**src/rtl/sobel_edge_magnitude_rgb_assert.svh**
```systemverilog
// Assertion macros used by the Sobel edge magnitude top level.
`ifndef SOBEL_EDGE_MAGNITUDE_RGB_ASSERT_SVH
`define SOBEL_EDGE_MAGNITUDE_RGB_ASSERT_SVH

// Same-cycle implication, disabled while reset is asserted.
`define SEM_ASSERT_IMP(name, clk, rst_n, ante, cons, msg) \
	name: assert property (@(posedge clk) disable iff (!rst_n) (ante) |-> (cons)) else $error(msg);

// Next-cycle implication, disabled while reset is asserted.
`define SEM_ASSERT_NXT(name, clk, rst_n, ante, cons, msg) \
	name: assert property (@(posedge clk) disable iff (!rst_n) (ante) |=> (cons)) else $error(msg);

`endif

```
**src/rtl/sem_pkg.sv**
```systemverilog
// Package with types and constants of the Sobel edge magnitude block.
`timescale 1ns / 1ps
`default_nettype none
package sem_pkg;

	localparam int DEF_MAX_WIDTH  = 1024;
	localparam int DEF_MAX_HEIGHT = 4096;
	localparam int NUM_LANES      = 3;
	localparam int CFG_W_BITS     = 11;
	localparam int CFG_H_BITS     = 13;
	localparam int ROOT_STEPS     = 8;
	localparam logic [21:0] SQ_LIMIT = 22'd65280;
	localparam logic [7:0]  MAG_SAT  = 8'd255;

	localparam logic REG_FRAME_WIDTH  = 1'b0;
	localparam logic REG_FRAME_HEIGHT = 1'b1;

	localparam logic KIND_PIXEL = 1'b0;
	localparam logic KIND_FLUSH = 1'b1;

	typedef struct packed {
		logic       kind;
		logic [7:0] pixel_red;
		logic [7:0] pixel_green;
		logic [7:0] pixel_blue;
	} pixel_item_t;

	typedef struct packed {
		logic [7:0] edge_red;
		logic [7:0] edge_green;
		logic [7:0] edge_blue;
		logic       frame_last;
	} edge_item_t;

	typedef struct packed {
		logic busy;
		logic done;
	} lane_stat_t;

	typedef enum logic [1:0] {
		T_IDLE,
		T_WIN,
		T_CALC,
		T_HOLD
	} top_state_t;

	typedef enum logic [2:0] {
		LN_IDLE,
		LN_SQUARE,
		LN_SUM,
		LN_ROOT,
		LN_ROUND
	} lane_state_t;

endpackage
`default_nettype wire

```
**src/rtl/sem_lane.sv**
```systemverilog
// One colour lane: Sobel gradients, squared sum and rounded square root.
`timescale 1ns / 1ps
`default_nettype none
module sem_lane
	import sem_pkg::*;
(
	input  wire logic                  clk,
	input  wire logic                  arst_n,
	input  wire logic                  start,
	input  wire logic [2:0][2:0][7:0]  win,
	input  wire logic [2:0][2:0]       mask,
	output lane_stat_t                 stat,
	output logic [7:0]                 mag
);

	lane_state_t state_q, state_d;
	logic signed [11:0] a [3][3];
	logic signed [11:0] gx, gy;
	logic signed [23:0] px, py;
	logic [20:0] sqx_q, sqy_q;
	logic [21:0] s_q;
	logic [7:0]  r_q;
	logic [15:0] r2_q;
	logic [2:0]  k_q;
	logic [17:0] t2;
	logic [21:0] diff;
	logic [7:0]  mag_q;

	always_comb begin
		for (int i = 0; i < 3; i++) begin
			for (int j = 0; j < 3; j++) begin
				a[i][j] = mask[i][j] ? $signed({4'b0, win[i][j]}) : 12'sd0;
			end
		end
		gx = (a[0][2] - a[0][0]) + ((a[1][2] - a[1][0]) <<< 1) + (a[2][2] - a[2][0]);
		gy = (a[2][0] - a[0][0]) + ((a[2][1] - a[0][1]) <<< 1) + (a[2][2] - a[0][2]);
		px = gx * gx;
		py = gy * gy;
		t2 = 18'(r2_q) + (18'(r_q) << (4'(k_q) + 4'd1)) + (18'd1 << (5'(k_q) << 1));
		diff = s_q - 22'(r2_q);
	end

	always_comb begin
		state_d = state_q;
		case (state_q)
			LN_IDLE:   if (start) state_d = LN_SQUARE;
			LN_SQUARE: state_d = LN_SUM;
			LN_SUM:    state_d = LN_ROOT;
			LN_ROOT:   if (k_q == 3'd0) state_d = LN_ROUND;
			LN_ROUND:  state_d = LN_IDLE;
			default:   state_d = LN_IDLE;
		endcase
	end

	always_comb begin
		stat.busy = (state_q != LN_IDLE);
		stat.done = (state_q == LN_ROUND);
		mag       = mag_q;
	end

	always_ff @(posedge clk or negedge arst_n) begin
		if (!arst_n) begin
			state_q <= LN_IDLE;
		end else begin
			state_q <= state_d;
		end
	end

	always_ff @(posedge clk) begin
		case (state_q)
			LN_SQUARE: begin
				sqx_q <= px[20:0];
				sqy_q <= py[20:0];
			end
			LN_SUM: begin
				s_q  <= 22'(sqx_q) + 22'(sqy_q);
				r_q  <= 8'd0;
				r2_q <= 16'd0;
				k_q  <= 3'(ROOT_STEPS - 1);
			end
			LN_ROOT: begin
				if (22'(t2) <= s_q) begin
					r_q  <= r_q | (8'd1 << k_q);
					r2_q <= t2[15:0];
				end
				k_q <= k_q - 3'd1;
			end
			LN_ROUND: begin
				if (s_q > SQ_LIMIT) begin
					mag_q <= MAG_SAT;
				end else if (diff > 22'(r_q)) begin
					mag_q <= r_q + 8'd1;
				end else begin
					mag_q <= r_q;
				end
			end
			default: begin
			end
		endcase
	end

endmodule
`default_nettype wire

```
**config.mk**
```make
export PLATFORM = sky130hd
export DESIGN_NAME = sem_lane
export DESIGN_NICKNAME = d
export VERILOG_FILES = /design/src/rtl/sobel_edge_magnitude_rgb_assert.svh /design/src/rtl/sem_pkg.sv /design/src/rtl/sem_lane.sv
export SDC_FILE = /design/constraint.sdc
export NUM_CORES = 1
export LEC_CHECK = 0
export BUFFER_PORTS_ARGS = -buffer_cell sky130_fd_sc_hd__buf_2
export CELL_PAD_IN_SITES_DETAIL_PLACEMENT = 0
export CELL_PAD_IN_SITES_GLOBAL_PLACEMENT = 1
export CORE_ASPECT_RATIO = 1.1
export CORE_MARGIN = 5
export CORE_UTILIZATION = 50
export CTS_CLUSTER_SIZE = 30
export DETAILED_ROUTE_END_ITERATION = 10
export PLACE_DENSITY_LB_ADDON = 0.1
export SETUP_SLACK_MARGIN = 0.2
export SLEW_MARGIN = 30
export SYNTH_ARGS = -nofsm -noshare
export SYNTH_HDL_FRONTEND = slang
export SYNTH_SLANG_ARGS = --single-unit
```
**constraint.sdc**
```tcl
create_clock -name clk -period 7.5 [get_ports clk]
set_input_delay 1.125 -clock clk [delete_from_list [all_inputs] [get_ports clk]]
set_output_delay 1.125 -clock clk [all_outputs]
set_load 0.03 [all_outputs]
```
==> impl_results.md <==
- Status: complete, but fails checks
- Failing checks: setup timing
- Port Buffers: 84
- Max cap viols: 0
- Worst R2R Setup Slack: 1.27 ns
- Die width: 198 µm
- Average wire per standard cell: 15.9 µm
- Die Y-Extent: 217 µm
- Num CTS Buffers: 9
- Met2 Wirelength: 26600 µm
- CP Launch Type: primary input
- Area occupied by multi-input gates: 16200 µm²
- Post-synth ARST share: 3.00%
- Largest net degree at the start of global routing: 41
- R2R Path Start: k_q[0]$_SDFFCE_PN1N_
- Io pins: 94
- Total Routing Usage GR: 23.4%
- Initial drt markers: 538
- FP Rows: 75
- Top Metal Used: met4
- Starting Density: 50.8%
- Via count: 16300
- Remaining Overflow, GRT: 0
- Worst slew pin tran: 0.794 ns
- CTS clk-pin slew, worst paths: 0.08 ns
- Synthesized cell area: 19500 µm²
- Diode count: 0
- Share of layout cells above drive strength 1: 31.3%
- Routed Wire Length: 49800 µm
- Worst Setup SP: mask[8]
- Routed Antenna Nets: 0
- CP Max Fanout: 7
- Max Clock Skew: 0.0105 ns
- Met1 wire length: 20600 µm
- Setup ws final: -1.05 ns
- Post-synth EDFFs: 97
- Metal3 WL: 1550 µm
- RSZ-0062 raised after global routing: true
- Tmin final: 8.55 ns
- Vias in the first global route: 17300
- Max_slew headroom: 46.6%
- Clock Path Buffers: 2
- Largest stage delay, worst path: 0.51 ns
- Critical path class: primary input to flip-flop
- Min-delay worst type: primary input to asynchronous set/reset pin
- R2R cell count: 23
- Antenna violations before repair: 0
- Vias per cell: 5.18
- Post-synth cell types: 72
- Area grow syn2layout: 31.1%
- Yosys warning count: 0
- Mapped Avg Cell Area: 8.89 µm²
- Clk root buf: clkbuf_16
- Mapped Nets: 2777
- Hpwl dp: 42300 µm
- First-pass GRT wire length: 82400 µm
- Final #Nets: 3221
- WP data required: 7.61 ns
- Slowest CP cell: fa_1
- Slew Viols, Final: 0
- Htree depth: 3
- Number of remaining DRC errors: 0
- Gpl congestion: 0.937
- Seq/Total Area, Yosys: 15.3%
- TritonCTS Sinks: 100
- Cell count after synthesis: 2194
- Skew-Pair Late Insertion Delay: 0.36 ns
- Setup violators final: 25
- Fill count: 3200
- Cts hold-fix bufs: 0
- CP endpoint kind: flip-flop
- Reg-to-reg endpoint: r2_q[7]$_SDFFCE_PN0P_
- Crit path DAT: 8.66 ns
- Fin. Hold Viols: 0
- Ys flop type: edfxtp_1
- Crit share post-route: 114%
- Fmax: 117 MHz
- Core region area: 38400 µm²
- Seq cells post-synth: 100
- Area occupied by registers: 2990 µm²
- Drt first pass iters: 5
- DIE AREA: 43100 µm²
- CTS tree: yes
- Layout Utilization: 66.6%
[worst max-delay path, delay by kind of cell]
family	cells	cell delay (ns)
adder cells (fa/ha/maj)	10	3.87
AO/OA/AOI/OAI	9	1.56
AND/OR/NAND/NOR	8	1.32
buffers and inverters	8	0.52
XOR/XNOR	2	0.26
[worst max-delay path by stage]
stage,depth (start not counted),end
after floorplan,38,sqy_q[20]$_DFFE_PP_
after global placement,38,sqy_q[20]$_DFFE_PP_
after detailed placement,33,sqy_q[19]$_DFFE_PP_
after CTS,36,sqy_q[20]$_DFFE_PP_
after global routing,40,sqx_q[17]$_DFFE_PP_
final,37,sqy_q[20]$_DFFE_PP_
[per-layer routing]
metal | up-vias | global-route usage [%]
li1 | 7974 | -
met1 | 7916 | 28.9
met2 | 328 | 44.2
met3 | 73 | 1.73
met4 | 0 | 5.28
met5 | - | 0
[state kept, by name, indices dropped and copies added, names as in the netlist]
name     cells
s_q         22
sqx_q       20
sqy_q       20
r2_q        16
mag          8
r_q          8
k_q          3
state_q      3
[timing repair]
item	4_1_cts	5_1_grt
cloned	0	0
hold endpoints to repair	0	0
setup endpoints to repair	28	29
pin swaps	129	110
setup buffers	35	26
gates resized for setup	119	98
[layout by cell type (no fill, tap or decap), types with 11 or more instances in the layout]
master and instances:
and2_4 25, nor2b_1 22, nand2_2 23, fa_2 18, buf_2 78, a21oi_1 58
fa_1 232, nor2_2 16, o21ai_1 14, inv_2 53, inv_1 416, nor2_1 113
a21o_1 36, and2_1 72, o21a_1 15, nand2b_1 16, o211ai_1 16, and3_1 12
buf_6 41, nor3_1 25, xor2_1 32, o21ai_0 34, mux2i_1 11, ha_1 201
ha_4 41, xnor2_1 95, buf_4 351, nand3_1 28, o21bai_1 12, a21oi_2 23
nand2_1 146, edfxtp_1 97, nand2_4 13
[logic make-up after synthesis]
family	count (synthesis)	synth area share [%]
and+or+nand+nor	587	14.5
muxes	11	0.565
buffers and inverters	521	10.1
AOI/OAI and AO/OA	323	11.0
DFF	100	15.3
xor gates and xnor gates	147	6.60
adders and majority gates	505	41.9
[through the flow]
| step | worst slack (ns) | TNS [ns] | cells | cell area, µm² | hold WS, ns |
|---|---|---|---|---|---|
| after global placement | -1.57 | -31.31 | 3066 | 23800 | 0.512 |
| final | -1.05 | -19.22 | 3143 | 25600 | 0.540 |
| after floorplan | -1.22 | -17.17 | 2194 | 20500 | 0.459 |
| after detailed placement | -1.74 | -33.38 | 3066 | 23800 | 0.528 |
| after CTS | -1.05 | -18.05 | 3117 | 24900 | 0.533 |
| after global routing | -1.39 | -26.78 | 3143 | 25600 | 0.538 |
[synthesized netlist by cell type, types with 10 or more instances]
cell	instances	area share, %
a211oi_1	11	0.42
a21o_1	36	1.4
a21oi_1	87	2.2
a31oi_1	12	0.38
and2_1	97	3.1
and3_1	16	0.51
clkbuf_1	33	0.64
edfxtp_1	97	15
fa_1	250	26
ha_1	249	16
inv_1	473	9.1
mux2i_1	11	0.56
nand2_1	181	3.5
nand2b_1	18	0.58
nand3_1	30	0.77
nor2_1	138	2.7
nor2b_1	29	0.93
nor3_1	30	0.77
o211ai_1	16	0.62
o21a_1	15	0.58
o21ai_0	55	1.4
o21bai_1	13	0.50
or3_1	10	0.32
xnor2_1	112	5.0
xor2_1	35	1.6
[cell type report]
class | count | area share (%)
timing repair buffer | 477 | 14.1
clock inverter | 7 | 0.475
multi-input combinational | 1573 | 63.3
clock buffer | 9 | 0.881
sequential | 100 | 11.7
tap | 500 | 2.45
inverter | 477 | 7.09
Power is not shown: default switching activity piles up to over one toggle a cycle in this logic, so the estimate is an artifact.
